## src/rtl/crc16r_pkg.sv

```systemverilog
// crc16r_pkg: shared types, constants and the byte fold function
// for the selectable reflected crc-16 unit; no dependencies
`timescale 1ns / 1ps

package crc16r_pkg;

  localparam int unsigned CrcW    = 16;
  localparam int unsigned ByteW   = 8;
  localparam int unsigned SelW    = 2;
  localparam int unsigned CfgIdxW = 3;
  localparam int unsigned CfgDataW = 16;
  localparam int unsigned NumPoly = 4;

  localparam logic [CrcW-1:0] PolyResetZero  = 16'h8480;
  localparam logic [CrcW-1:0] PolyResetOne   = 16'hA001;
  localparam logic [CrcW-1:0] PolyResetTwo   = 16'h8621;
  localparam logic [CrcW-1:0] PolyResetThree = 16'hE950;

  typedef enum logic [CfgIdxW-1:0] {
    CFG_POLY_SELECT = 3'd0,
    CFG_INIT_VALUE  = 3'd1,
    CFG_POLY_ZERO   = 3'd2,
    CFG_POLY_ONE    = 3'd3,
    CFG_POLY_TWO    = 3'd4,
    CFG_POLY_THREE  = 3'd5
  } cfg_idx_e;

  typedef struct packed {
    logic [CrcW-1:0] init_value;
    logic [CrcW-1:0] poly;
  } crc_cfg_t;

  typedef struct packed {
    logic [ByteW-1:0] data_byte;
    logic             first_byte;
    logic             last_byte;
  } in_beat_t;

  // xor the byte into the low bits, then eight lsb-first shift steps
  function automatic logic [CrcW-1:0] fold_byte(
    input logic [CrcW-1:0]  reg_in,
    input logic [ByteW-1:0] data,
    input logic [CrcW-1:0]  poly
  );
    logic [CrcW-1:0] r;
    logic            out_bit;
    r = reg_in ^ {{(CrcW-ByteW){1'b0}}, data};
    for (int k = 0; k < ByteW; k++) begin
      out_bit = r[0];
      r = {1'b0, r[CrcW-1:1]};
      if (out_bit) begin
        r = r ^ poly;
      end
    end
    return r;
  endfunction

endpackage

```

## src/rtl/crc16r_cfg_regs.sv

```systemverilog
// crc16r_cfg_regs: configuration register file, polynomial table and select
// depends on crc16r_pkg
`timescale 1ns / 1ps

module crc16r_cfg_regs
  import crc16r_pkg::*;
(
  input  logic                clk_i,
  input  logic                rst_ni,
  input  logic                cfg_we_i,
  input  logic [CfgIdxW-1:0]  cfg_idx_i,
  input  logic [CfgDataW-1:0] cfg_data_i,
  output crc_cfg_t            cfg_o
);

  logic [SelW-1:0] poly_sel_q;
  logic [CrcW-1:0] init_q;
  logic [CrcW-1:0] poly_q [NumPoly];

  always_ff @(posedge clk_i or negedge rst_ni) begin
    if (!rst_ni) begin
      poly_sel_q <= '0;
      init_q     <= '0;
      poly_q[0]  <= PolyResetZero;
      poly_q[1]  <= PolyResetOne;
      poly_q[2]  <= PolyResetTwo;
      poly_q[3]  <= PolyResetThree;
    end else if (cfg_we_i) begin
      case (cfg_idx_i)
        CFG_POLY_SELECT: poly_sel_q <= cfg_data_i[SelW-1:0];
        CFG_INIT_VALUE:  init_q     <= cfg_data_i[CrcW-1:0];
        CFG_POLY_ZERO:   poly_q[0]  <= cfg_data_i[CrcW-1:0];
        CFG_POLY_ONE:    poly_q[1]  <= cfg_data_i[CrcW-1:0];
        CFG_POLY_TWO:    poly_q[2]  <= cfg_data_i[CrcW-1:0];
        CFG_POLY_THREE:  poly_q[3]  <= cfg_data_i[CrcW-1:0];
        default: ;
      endcase
    end
  end

  assign cfg_o.init_value = init_q;
  assign cfg_o.poly       = poly_q[poly_sel_q];

endmodule

```

## src/rtl/crc16r_in_stage.sv

```systemverilog
// crc16r_in_stage: input register for one beat, stalls on downstream ready
// depends on crc16r_pkg
`timescale 1ns / 1ps

module crc16r_in_stage
  import crc16r_pkg::*;
(
  input  logic     clk_i,
  input  logic     rst_ni,
  input  logic     up_valid_i,
  output logic     up_ready_o,
  input  in_beat_t up_beat_i,
  output logic     dn_valid_o,
  input  logic     dn_ready_i,
  output in_beat_t dn_beat_o
);

  logic     valid_q, valid_d;
  in_beat_t beat_q;

  assign up_ready_o = !valid_q || dn_ready_i;
  assign valid_d    = up_valid_i || (valid_q && !dn_ready_i);

  always_ff @(posedge clk_i or negedge rst_ni) begin
    if (!rst_ni) begin
      valid_q <= 1'b0;
    end else begin
      valid_q <= valid_d;
    end
  end

  always_ff @(posedge clk_i) begin
    if (up_valid_i && up_ready_o) begin
      beat_q <= up_beat_i;
    end
  end

  assign dn_valid_o = valid_q;
  assign dn_beat_o  = beat_q;

endmodule

```

## src/rtl/crc16r_fold_stage.sv

```systemverilog
// crc16r_fold_stage: running crc register, byte fold and output register
// depends on crc16r_pkg
`timescale 1ns / 1ps

module crc16r_fold_stage
  import crc16r_pkg::*;
(
  input  logic            clk_i,
  input  logic            rst_ni,
  input  crc_cfg_t        cfg_i,
  input  logic            in_valid_i,
  output logic            in_ready_o,
  input  in_beat_t        in_beat_i,
  output logic            out_valid_o,
  input  logic            out_ready_i,
  output logic [CrcW-1:0] out_crc_o,
  output logic            out_last_o
);

  logic            crc_en;
  logic [CrcW-1:0] crc_q, crc_d;
  logic            out_valid_q, out_valid_d;
  logic [CrcW-1:0] out_crc_q;
  logic            out_last_q;
  logic [CrcW-1:0] seed;

  assign in_ready_o  = !out_valid_q || out_ready_i;
  assign crc_en      = in_valid_i && in_ready_o;
  assign seed        = in_beat_i.first_byte ? cfg_i.init_value : crc_q;
  assign crc_d       = fold_byte(seed, in_beat_i.data_byte, cfg_i.poly);
  assign out_valid_d = crc_en || (out_valid_q && !out_ready_i);

  always_ff @(posedge clk_i or negedge rst_ni) begin
    if (!rst_ni) begin
      crc_q       <= '0;
      out_valid_q <= 1'b0;
    end else begin
      out_valid_q <= out_valid_d;
      if (crc_en) begin
        crc_q <= crc_d;
      end
    end
  end

  always_ff @(posedge clk_i) begin
    if (crc_en) begin
      out_crc_q  <= crc_d;
      out_last_q <= in_beat_i.last_byte;
    end
  end

  assign out_valid_o = out_valid_q;
  assign out_crc_o   = out_crc_q;
  assign out_last_o  = out_last_q;

  a_fold_loads_out : assert property (@(posedge clk_i) disable iff (!rst_ni)
    crc_en |=> out_valid_q)
    else $error("folded beat not presented");

  a_out_matches_crc : assert property (@(posedge clk_i) disable iff (!rst_ni)
    out_valid_q |-> (out_crc_q == crc_q))
    else $error("output crc differs from running register");

  a_crc_holds : assert property (@(posedge clk_i) disable iff (!rst_ni)
    !crc_en |=> $stable(crc_q))
    else $error("running crc changed without a beat");

endmodule

```

## src/rtl/selectable_crc16_reflected_unit.sv

```systemverilog
// selectable_crc16_reflected_unit: top level of the byte-serial reflected crc-16
// depends on crc16r_pkg, crc16r_cfg_regs, crc16r_in_stage, crc16r_fold_stage
// a beat passes the input register, then the fold stage output register, to the master side
// throughput: one byte per clock unless the output stalls; the 8-step fold is combinational
// off the input register, and a finished result waits in the output register while the next byte is taken
// reset: running crc, select and init clear to zero, polynomial table to its defaults
`timescale 1ns / 1ps

module selectable_crc16_reflected_unit
  import crc16r_pkg::*;
(
  input  logic                clk_i,
  input  logic                rst_ni,
  input  logic                s_axis_tvalid,
  output logic                s_axis_tready,
  input  logic [7:0]          s_axis_tdata,   // [7:0] data_byte
  input  logic                s_axis_tuser,   // [0] first_byte
  input  logic                s_axis_tlast,
  output logic                m_axis_tvalid,
  input  logic                m_axis_tready,
  output logic [15:0]         m_axis_tdata,   // [15:0] crc_value
  output logic                m_axis_tlast,
  input  logic                cfg_we_i,
  input  logic [CfgIdxW-1:0]  cfg_idx_i,
  input  logic [CfgDataW-1:0] cfg_data_i
);

  crc_cfg_t cfg;
  in_beat_t up_beat, dn_beat;
  logic     dn_valid, dn_ready;

  assign up_beat.data_byte  = s_axis_tdata;
  assign up_beat.first_byte = s_axis_tuser;
  assign up_beat.last_byte  = s_axis_tlast;

  crc16r_cfg_regs u_cfg_regs (
    .clk_i      (clk_i),
    .rst_ni     (rst_ni),
    .cfg_we_i   (cfg_we_i),
    .cfg_idx_i  (cfg_idx_i),
    .cfg_data_i (cfg_data_i),
    .cfg_o      (cfg)
  );

  crc16r_in_stage u_in_stage (
    .clk_i      (clk_i),
    .rst_ni     (rst_ni),
    .up_valid_i (s_axis_tvalid),
    .up_ready_o (s_axis_tready),
    .up_beat_i  (up_beat),
    .dn_valid_o (dn_valid),
    .dn_ready_i (dn_ready),
    .dn_beat_o  (dn_beat)
  );

  crc16r_fold_stage u_fold_stage (
    .clk_i       (clk_i),
    .rst_ni      (rst_ni),
    .cfg_i       (cfg),
    .in_valid_i  (dn_valid),
    .in_ready_o  (dn_ready),
    .in_beat_i   (dn_beat),
    .out_valid_o (m_axis_tvalid),
    .out_ready_i (m_axis_tready),
    .out_crc_o   (m_axis_tdata),
    .out_last_o  (m_axis_tlast)
  );

endmodule

```

## config.mk

```make
export PLATFORM = sky130hd
export DESIGN_NAME = selectable_crc16_reflected_unit
export DESIGN_NICKNAME = d
export VERILOG_FILES = /design/src/rtl/crc16r_pkg.sv /design/src/rtl/crc16r_cfg_regs.sv /design/src/rtl/crc16r_in_stage.sv /design/src/rtl/crc16r_fold_stage.sv /design/src/rtl/selectable_crc16_reflected_unit.sv
export SDC_FILE = /design/constraint.sdc
export NUM_CORES = 1
export LEC_CHECK = 0
export BUFFER_PORTS_ARGS = -buffer_cell sky130_fd_sc_hd__buf_4
export CORE_ASPECT_RATIO = 1.1
export CORE_MARGIN = 10
export CORE_UTILIZATION = 40
export DETAILED_ROUTE_END_ITERATION = 10
export PLACE_DENSITY_LB_ADDON = 0.05
export RECOVER_POWER = 50
export SYNTH_ARGS = -nofsm -noshare
export SYNTH_HDL_FRONTEND = slang
export SYNTH_HIERARCHICAL = 1
export SYNTH_SLANG_ARGS = --single-unit
```

## constraint.sdc

```tcl
create_clock -name clk_i -period 5.04 [get_ports clk_i]
set_input_delay 0.252 -clock clk_i [delete_from_list [all_inputs] [get_ports clk_i]]
set_output_delay 0.252 -clock clk_i [all_outputs]
set_load 0.03 [all_outputs]
```

==> flow_summary.toml, run 1 <==
[worst_setup_path]
cp_max_fo = 12
crit_type = "flop to flop"
cp_num_buf_inv = 3
required_ps = 5340
end_kind = "flop"
start_kind = "flop"
critPathTopFamily = "simple AND/OR/NAND/NOR gates"
critPathArrivalTime_ps = 5160
path_cells = "mux4_2, and2_1, mux2_2, a22oi_1, o22ai_1, xor2_1, buf_4, and3_1, or4_4, a311oi_2, o211a_4, nor4_4, buf_4, buf_4, or2_1, and2_1, mux2_2"
crit_path_frequent_cell = "buf_4"
slowest_stage = "mux4_2"
critPathMaxStageDelay_ps = 650

[floorplanning]
die_area_um2 = 25700
die_w_um = 154
die_y_um = 167
core_um2 = 19200
initial_core_util = 0.410
io_pins = 53
placementRows = 53

[sta]
hold_slack_ps = 59.6
slew_headroom = -1.02
setup_tns_ps = 0
drv_slew = 54
skew_ps = 10.0
rsz0062_at_grt = "true"
fin_crit_sh = 0.964
tightest_slew_ps = 3030
min_period_ps = 4860
setup_viol = 0
max_freq_mhz = 206
hold_viol = 0

[clocking]
clk_latency_ps = 430
numCtsBuffers = 17
cts_buffer_depth = 2
cts-htree-levels = 4
cts_tree = "done"
clock-sinks = 127
path_clk_slew_ps = 60
cts_root_buf = "clkbuf_16"

[global_route]
grt_max_degree = 54
grt_pass1_vias = 5290
grtUsageTotal = 0.153
grt_overflow = 0
grt_pass1_wl_mm = 31.1
antenna_found_initial = 0

[synth]
postSynthAreaPerCell_um2 = 12.4
synthCells = 637
mappedNetlistNets = 671
synth-edff-count = 27
ys_types = 74
synth_seq_cells = 127
syn_area_um2 = 7880
yosysWarnings = 6
async_flop_share = 0.787
ys_dominant_reg_cell = "dfrtp_1"
ys_seq_area_frac = 0.423

[detailed_routing]
drc = 0
wire_per_inst_um = 20.6
drt_wl_total_mm = 19.8
ant_nets = 0
viasPerCell = 5.31
drtPass1Iterations = 5
vias = 5117
drt_iter0_drc = 339

[min_path]
hold_path.class = "input port to flop"

[final_layout]
fill_cells = 1786
diodes = 0
multiInputGateArea_um2 = 4240
drive_gt1_frac = 0.332
fin_cells = 963
finalNetCount = 737
seq_area_um2 = 3340
area_delta_synth_final_pct = 16.1
fin_util = 0.476

[outcome]
status = "complete, but fails checks"
violations = "capacitance limit, slew limit"

[placement]
dp_hpwl_mm = 14.0
port_buffers = 52
dp_cells = 918
place_congestion = 0.854

[run]
max_cap_viol_count = 1
## sequential cells by signal, indices dropped and copies added, names as in the netlist
signal	flops
u_cfg_regs/poly_sel_q	2
u_in_stage/dn_valid_o	1
u_in_stage/dn_beat_o	10
u_fold_stage/out_last_o	1
u_fold_stage/out_valid_o	1
u_fold_stage/out_crc_o	16
u_cfg_regs/init_q	16
u_cfg_regs/poly_q	64
u_fold_stage/crc_q	16
## path summary, 6_finish.rpt
| kind | endpoint | startpoint | cells past startpoint | slack (ps) |
|---|---|---|---|---|
| setup / recovery | u_fold_stage/crc_q[15]$_DFFE_PN0P_ | u_cfg_regs/poly_sel_q[0]$_DFFE_PN0P_ | 17 | 180 |
| hold / removal | u_in_stage/dn_valid_o$_DFF_PN0_ | s_axis_tvalid | 2 | 60 |
| setup reg to reg | u_fold_stage/crc_q[15]$_DFFE_PN0P_ | u_cfg_regs/poly_sel_q[0]$_DFFE_PN0P_ | 17 | 180 |
| hold reg to reg | u_fold_stage/out_last_o$_DFFE_PP_ | u_in_stage/dn_beat_o[0]$_DFFE_PP_ | 0 | 420 |
| max in group asynchronous | u_fold_stage/crc_q[15]$_DFFE_PN0P_ | rst_ni | 3 | 1770 |
| min in group asynchronous | u_cfg_regs/poly_q[20]$_DFFE_PN0P_ | rst_ni | 2 | 1360 |
## layout by cell type, fill, tap and decap left out, types with 8 or more instances in the layout
master / netlist / routed
xnor2_1: 80 / 78
dfrtp_1: 82 / 82
xor2_1: 20 / 19
nand2_1: 90 / 90
clkbuf_16: 0 / 19
clkbuf_1: 17 / 20
dfstp_2: 18 / 18
buf_4: 1 / 45
clkbuf_4: 0 / 10
edfxtp_1: 27 / 27
o21ai_0: 10 / 9
mux2_4: 30 / 22
mux2_2: 68 / 68
mux4_2: 16 / 16
dlygate4sd3_1: 0 / 11
o21ai_1: 10 / 11
mux2_1: 0 / 8
mux2i_1: 18 / 18
nor2_1: 12 / 12
## cells in the mapped netlist, types with 6 or more instances
cell type	number	area share
mux4_2	16	0.046
mux2i_1	18	0.023
inv_1	6	0.0029
o21ai_1	10	0.0064
a21oi_1	7	0.0044
xnor2_1	80	0.089
buf_6	8	0.011
o21ai_0	10	0.0064
xor2_1	20	0.022
clkbuf_1	17	0.0081
nand3_1	7	0.0044
edfxtp_1	27	0.10
dfstp_2	18	0.060
mux2_2	68	0.097
xor3_1	6	0.018
nor2_1	12	0.0057
nand2_1	90	0.043
mux2_4	30	0.057
dfrtp_1	82	0.26
nor3_1	6	0.0038
xnor3_1	6	0.017
buf_2	9	0.0057
## layout make-up
| cell class | count | share of cell area |
|---|---|---|
| flip-flops and latches | 127 | 0.365 |
| multi-input cells | 462 | 0.463 |
| clock buffers | 20 | 0.0535 |
| inverters | 7 | 0.00287 |
| well taps | 247 | 0.0338 |
| clock inverters | 12 | 0.0131 |
| repair buffers | 88 | 0.0688 |
## per-stage QoR
stage          setup WS, ps  instance area, µm²
2_1_floorplan           492                7880
3_3_place_gp           90.9                8470
3_5_place_dp           24.8                8470
4_1_cts                13.9                9190
5_1_grt               -10.6                9150
6_report                180                9150
## repair_timing
action | CTS | global route
hold buffers | 11 | 0
setup buffers | 0 | 2
setup endpoints to repair | 0 | 26
endpoints found under the hold margin | 56 | 0
resized for setup | 0 | 10
## cells by family (layout without fill, tap and decap cells)
group	after synthesis	after routing	synth area share
compound gates	57	57	0.0508
xor+xnor	116	116	0.158
buf+inv	48	127	0.0386
flops	127	127	0.423
mux	134	134	0.229
simple gates	155	155	0.101
## routing by layer
layer,share of wire,track usage
met1,0.47,0.206
met2,0.48,0.239
met3,0.032,0.0333
met4,0.019,0.0481
met5,0,0
Power of run 1 is not shown: default switching activity piles up to over one toggle a cycle in this logic, so the estimate is an artifact.
==> run 2, diff against run 1 <==
Settings changed: CELL_PAD_IN_SITES_DETAIL_PLACEMENT from default to 0, CELL_PAD_IN_SITES_GLOBAL_PLACEMENT from default to 1, GPL_TIMING_DRIVEN from default to 1.
==> run 2 against run 1 <==
The run still ends with capacitance limit, slew limit left. Worst setup slack better by 38 ps. Sequential share of layout area grew 0.35 points. Core utilization is 0.43 points lower. Count of clock-buffer cells in the layout down 1. Die area did not move.
==> flow_summary.toml, run 2 (synthesis results as in run 1) <==
[outcome]
status = "complete, but fails checks"
violations = "capacitance limit, slew limit"

[final_layout]
fin_util = 0.472
layout_common_cells = "nand2_1, dfrtp_1, xnor2_1"
largest_register_ffs = 64
diodes = 0
fin_cells = 964
area_delta_synth_final_pct = 15.1
finalNetCount = 738
final_common_cell = "nand2_1"
top_register = "u_cfg_regs/poly_q"
drive_gt1_frac = 0.305

[placement]
place_congestion = 0.875
dp_hpwl_mm = 14.4
port_buffers = 52
dp_cells = 919

[clocking]
cts_root_buf = "clkbuf_16"
cts-htree-levels = 4
path_clk_slew_ps = 60
cts_tree = "done"
cts_buffer_depth = 2
clk_latency_ps = 430
clock-sinks = 127
numCtsBuffers = 17

[detailed_routing]
drt_wl_total_mm = 20.1
drc = 0
drt_iter0_drc = 336
viasPerCell = 5.31
wire_per_inst_um = 20.9
vias = 5121
drtPass1Iterations = 4
ant_nets = 0

[global_route]
grt_pass1_vias = 5314
antenna_found_initial = 0
grtUsageTotal = 0.157
grt_pass1_wl_mm = 31.8
grt_max_degree = 64
grt_overflow = 0

[worst_setup_path]
reg2reg_depth = 17
crit_path_frequent_cell = "buf_4"
path_cells = "mux4_2, buf_4, inv_1, buf_4, a21oi_1, o22ai_1, a21oi_1, xnor2_1, xnor2_4, xor2_2, xnor2_2, a211oi_2, nor4_4, buf_4, o21ai_1, xnor3_1, mux2_2"
critPathArrivalTime_ps = 5130
start_kind = "flop"
end_kind = "flop"
critPathMaxStageDelay_ps = 600
cp_max_fo = 14
slowest_stage = "mux4_2"
required_ps = 5350
crit_type = "flop to flop"

[min_path]
hold_path.class = "input port to flop"
worstHoldPathCells = 2

[floorplanning]
die_area_um2 = 25700
die_y_um = 167
placementRows = 53
initial_core_util = 0.410
io_pins = 53
core_um2 = 19200
die_w_um = 154

[sta]
min_period_ps = 4820
setup_viol = 0
hold_viol = 0
drv_slew = 39
skew_ps = 7.03
tightest_slew_ps = 2110
slew_headroom = -0.409
max_freq_mhz = 207
fin_crit_sh = 0.957

[run]
max_cap_viol_count = 1
run 2: final timing paths:
kind	start	endpoint	slack (ps)
worst min-delay path	s_axis_tvalid	u_in_stage/dn_valid_o$_DFF_PN0_	50
worst max register to register	u_cfg_regs/poly_sel_q[0]$_DFFE_PN0P_	u_fold_stage/crc_q[11]$_DFFE_PN0P_	220
max in group asynchronous	rst_ni	u_cfg_regs/poly_sel_q[0]$_DFFE_PN0P_	2220
worst max-delay path	u_cfg_regs/poly_sel_q[0]$_DFFE_PN0P_	u_fold_stage/crc_q[11]$_DFFE_PN0P_	220
min in group asynchronous	rst_ni	u_cfg_regs/poly_q[29]$_DFFE_PN0P_	970
worst min register to register	u_in_stage/dn_beat_o[0]$_DFFE_PP_	u_fold_stage/out_last_o$_DFFE_PP_	430
run 2: area by class of cell:
class                   count  area, µm²
clock buffers              19        443
repair buffers             89        621
inverters                   7       26.3
clock inverters            13        174
multi-input cells         462       4160
fillers                  1786      10200
flip-flops and latches    127       3340
well taps                 247        309
run 2: critical path, delay by kind of cell, from the launching register on:
| kind | cells | cell delay (ps) |
|---|---|---|
| multiplexers | 2 | 870 |
| AO/OA/AOI/OAI | 5 | 940 |
| AND/OR/NAND/NOR | 1 | 90 |
| flip-flops | 1 | 470 |
| buffers and inverters | 4 | 670 |
| XOR/XNOR | 5 | 1640 |
run 2: stage by stage:
step                      area [µm²]  TNS, ps  setup WS [ps]  hold slack (ps)
final                           9070        0            218             47.1
after detailed placement        8480        0           64.7              262
after global placement          8480        0            172              253
after floorplan                 7880        0            492            -43.6
after global routing            9070    -38.7          -26.6             42.0
after CTS                       9210        0           78.3             19.5
run 2: repair_timing:
| action | CTS | global route |
|---|---|---|
| setup buffers | 0 | 2 |
| endpoints found under the setup margin | 0 | 20 |
| hold buffers | 11 | 0 |
| hold endpoints to repair | 40 | 0 |
| gates resized for setup | 0 | 5 |
run 2: layer usage:
metal / vias up / routed length (µm) / share of wire / global-route usage
met5: - / 0 / 0 / 0
met1: 2632 / 9370 / 0.47 / 0.205
li1: 2388 / - / - / -
met2: 84 / 9930 / 0.49 / 0.259
met3: 17 / 612 / 0.030 / 0.0307
met4: 0 / 225 / 0.011 / 0.0456
Power of run 2 is left out for the same reason.
==> run 3, diff against run 2 <==
Settings changed: ABC_CLOCK_PERIOD_IN_PS from default to 4210.
Clock period 5.04 ns to 4.21 ns, I/O delays scaled along.
==> run 3 against run 2 <==
Hold slack improved by 11 ps. Clock skew grew 4.5 ps. Die area unchanged. Critical path type unchanged. The run ends with capacitance limit, slew limit, setup timing left. Cell count rose by 9.0%. Flip-flop and latch count did not move. Largest cell class unchanged.
==> flow_summary.toml, run 3 (synthesis results as in run 1) <==
[placement]
place_congestion = 0.809
port_buffers = 52
dp_hpwl_mm = 14.9

[final_layout]
seq_area_um2 = 3340
area_delta_synth_final_pct = 31.6
drive_gt1_frac = 0.506
largest_register_ffs = 64
multiInputGateArea_um2 = 4740
finalNetCount = 825
diodes = 0
fill_cells = 1706
layout_common_cells = "buf_4, nand2_1, dfrtp_1"
top_register = "u_cfg_regs/poly_q"
final_common_cell = "buf_4"

[worst_setup_path]
end_kind = "flop"
r2r_start = "u_cfg_regs/poly_sel_q[0]$_DFFE_PN0P_"
path_cells = "mux4_2, and2_4, mux2_4, a22oi_2, o22ai_2, xor2_2, buf_4, and3_4, or4_4, o2111a_2, o211a_4, buf_4, o22a_4, buf_6, o21ai_2, xor3_1, mux2_2"
crit_path_frequent_cell = "buf_4"
critPathArrivalTime_ps = 4890
r2r_setup_slack_ps = -380
required_ps = 4510
start_kind = "flop"
crit_type = "flop to flop"
critPathMaxStageDelay_ps = 570
slowest_stage = "or4_4"
reg2reg_depth = 17
rr_endpoint = "u_fold_stage/crc_q[7]$_DFFE_PN0P_"
cp_max_fo = 6

[clocking]
cts_tree = "done"
cts_buffer_depth = 2
numCtsBuffers = 17
cts_root_buf = "clkbuf_16"
clock-sinks = 127
cts-htree-levels = 4
clk_latency_ps = 420
path_clk_slew_ps = 60

[detailed_routing]
viasPerCell = 5.18
drt_wl_total_mm = 21.3
dr_wl_met2_mm = 10.4
top_layer = "met4"
ant_nets = 0
drc = 0
wl_met3_um = 497
vias = 5442
wire_per_inst_um = 20.3
drt_iter0_drc = 287
drtPass1Iterations = 4
met1Wirelength_mm = 10.0

[run]
max_cap_viol_count = 2

[min_path]
min_to = "u_cfg_regs/poly_q[24]$_DFFE_PN0P_"
worstHoldPathCells = 2
hold_path.class = "input port to flop"
min_from = "cfg_data_i[8]"

[sta]
slew_headroom = -1.06
setup_viol = 32
skew_ps = 11.6
min_period_ps = 4590
tightest_slew_ps = 3090
max_freq_mhz = 218
hold_slack_ps = 58.3
fin_crit_sh = 1.09
fin_ws_ps = -377
drv_slew = 102
hold_viol = 0
rsz0062_at_grt = "true"

[floorplanning]
die_y_um = 167
die_w_um = 154
core_um2 = 19200
io_pins = 53
die_area_um2 = 25700
initial_core_util = 0.410
placementRows = 53

[global_route]
grt_max_degree = 60
grtUsageTotal = 0.166
grt_pass1_vias = 5898
grt_pass1_wl_mm = 33.9
grt_overflow = 0
antenna_found_initial = 0

[outcome]
violations = "capacitance limit, slew limit, setup timing"
status = "complete, but fails checks"
==> run 3: what timing repair did <==
item,in CTS,in global routing
gates cloned,2,0
buffers inserted,22,6
pin swaps,18,10
hold endpoints to repair,93,0
hold buffers,12,0
setup endpoints to repair,32,32
gates resized for setup,65,41
==> run 3: routing by layer <==
metal | up-vias | track usage
li1 | 2565 | -
met1 | 2781 | 0.219
met2 | 69 | 0.270
met3 | 27 | 0.0302
met4 | 0 | 0.0506
met5 | - | 0
==> run 3: layout make-up <==
| class | count | area share |
|---|---|---|
| Timing Repair Buffer | 175 | 0.135 |
| Inverter | 7 | 0.00253 |
| Sequential cell | 127 | 0.322 |
| Clock buffer | 20 | 0.0440 |
| Clock inverter | 12 | 0.0104 |
| Multi-Input combinational cell | 463 | 0.457 |
| Tap cell | 247 | 0.0298 |
==> run 3: how the worst max path moves through the flow <==
stage | start | end | slack, ps | cells after the start
4_1_cts | u_cfg_regs/poly_sel_q[0]$_DFFE_PN0P_ | u_fold_stage/crc_q[1]$_DFFE_PN0P_ | -360 | 16
3_5_place_dp | u_cfg_regs/poly_sel_q[0]$_DFFE_PN0P_ | u_fold_stage/crc_q[4]$_DFFE_PN0P_ | -550 | 15
3_3_place_gp | u_cfg_regs/poly_sel_q[0]$_DFFE_PN0P_ | u_fold_stage/crc_q[4]$_DFFE_PN0P_ | -520 | 17
6_report | u_cfg_regs/poly_sel_q[0]$_DFFE_PN0P_ | u_fold_stage/crc_q[7]$_DFFE_PN0P_ | -380 | 17
5_1_grt | u_cfg_regs/poly_sel_q[0]$_DFFE_PN0P_ | u_fold_stage/crc_q[1]$_DFFE_PN0P_ | -520 | 16
2_1_floorplan | u_cfg_regs/poly_sel_q[0]$_DFFE_PN0P_ | u_fold_stage/crc_q[15]$_DFFE_PN0P_ | -40 | 16
==> run 3: stage by stage <==
step           TNS, ps  instances  utilization  area [µm²]  setup slack, ps
2_1_floorplan     -149        637            -        7920            -42.0
3_3_place_gp    -11150        981        0.467        8980             -522
3_5_place_dp    -11790        981        0.467        8980             -552
4_1_cts          -7490       1046        0.528       10200             -358
5_1_grt         -13040       1051        0.539       10400             -515
6_report         -8350       1051        0.539       10400             -377
==> run 3: critical path: cells and delay by family (launching register included) <==
| family | cells | cell delay, ps |
|---|---|---|
| simple gates | 3 | 920 |
| compound gates | 6 | 1120 |
| buf+inv | 3 | 480 |
| xor+xnor | 2 | 440 |
| flops | 1 | 410 |
| mux | 3 | 1100 |
Power of run 3 is left out for the same reason.
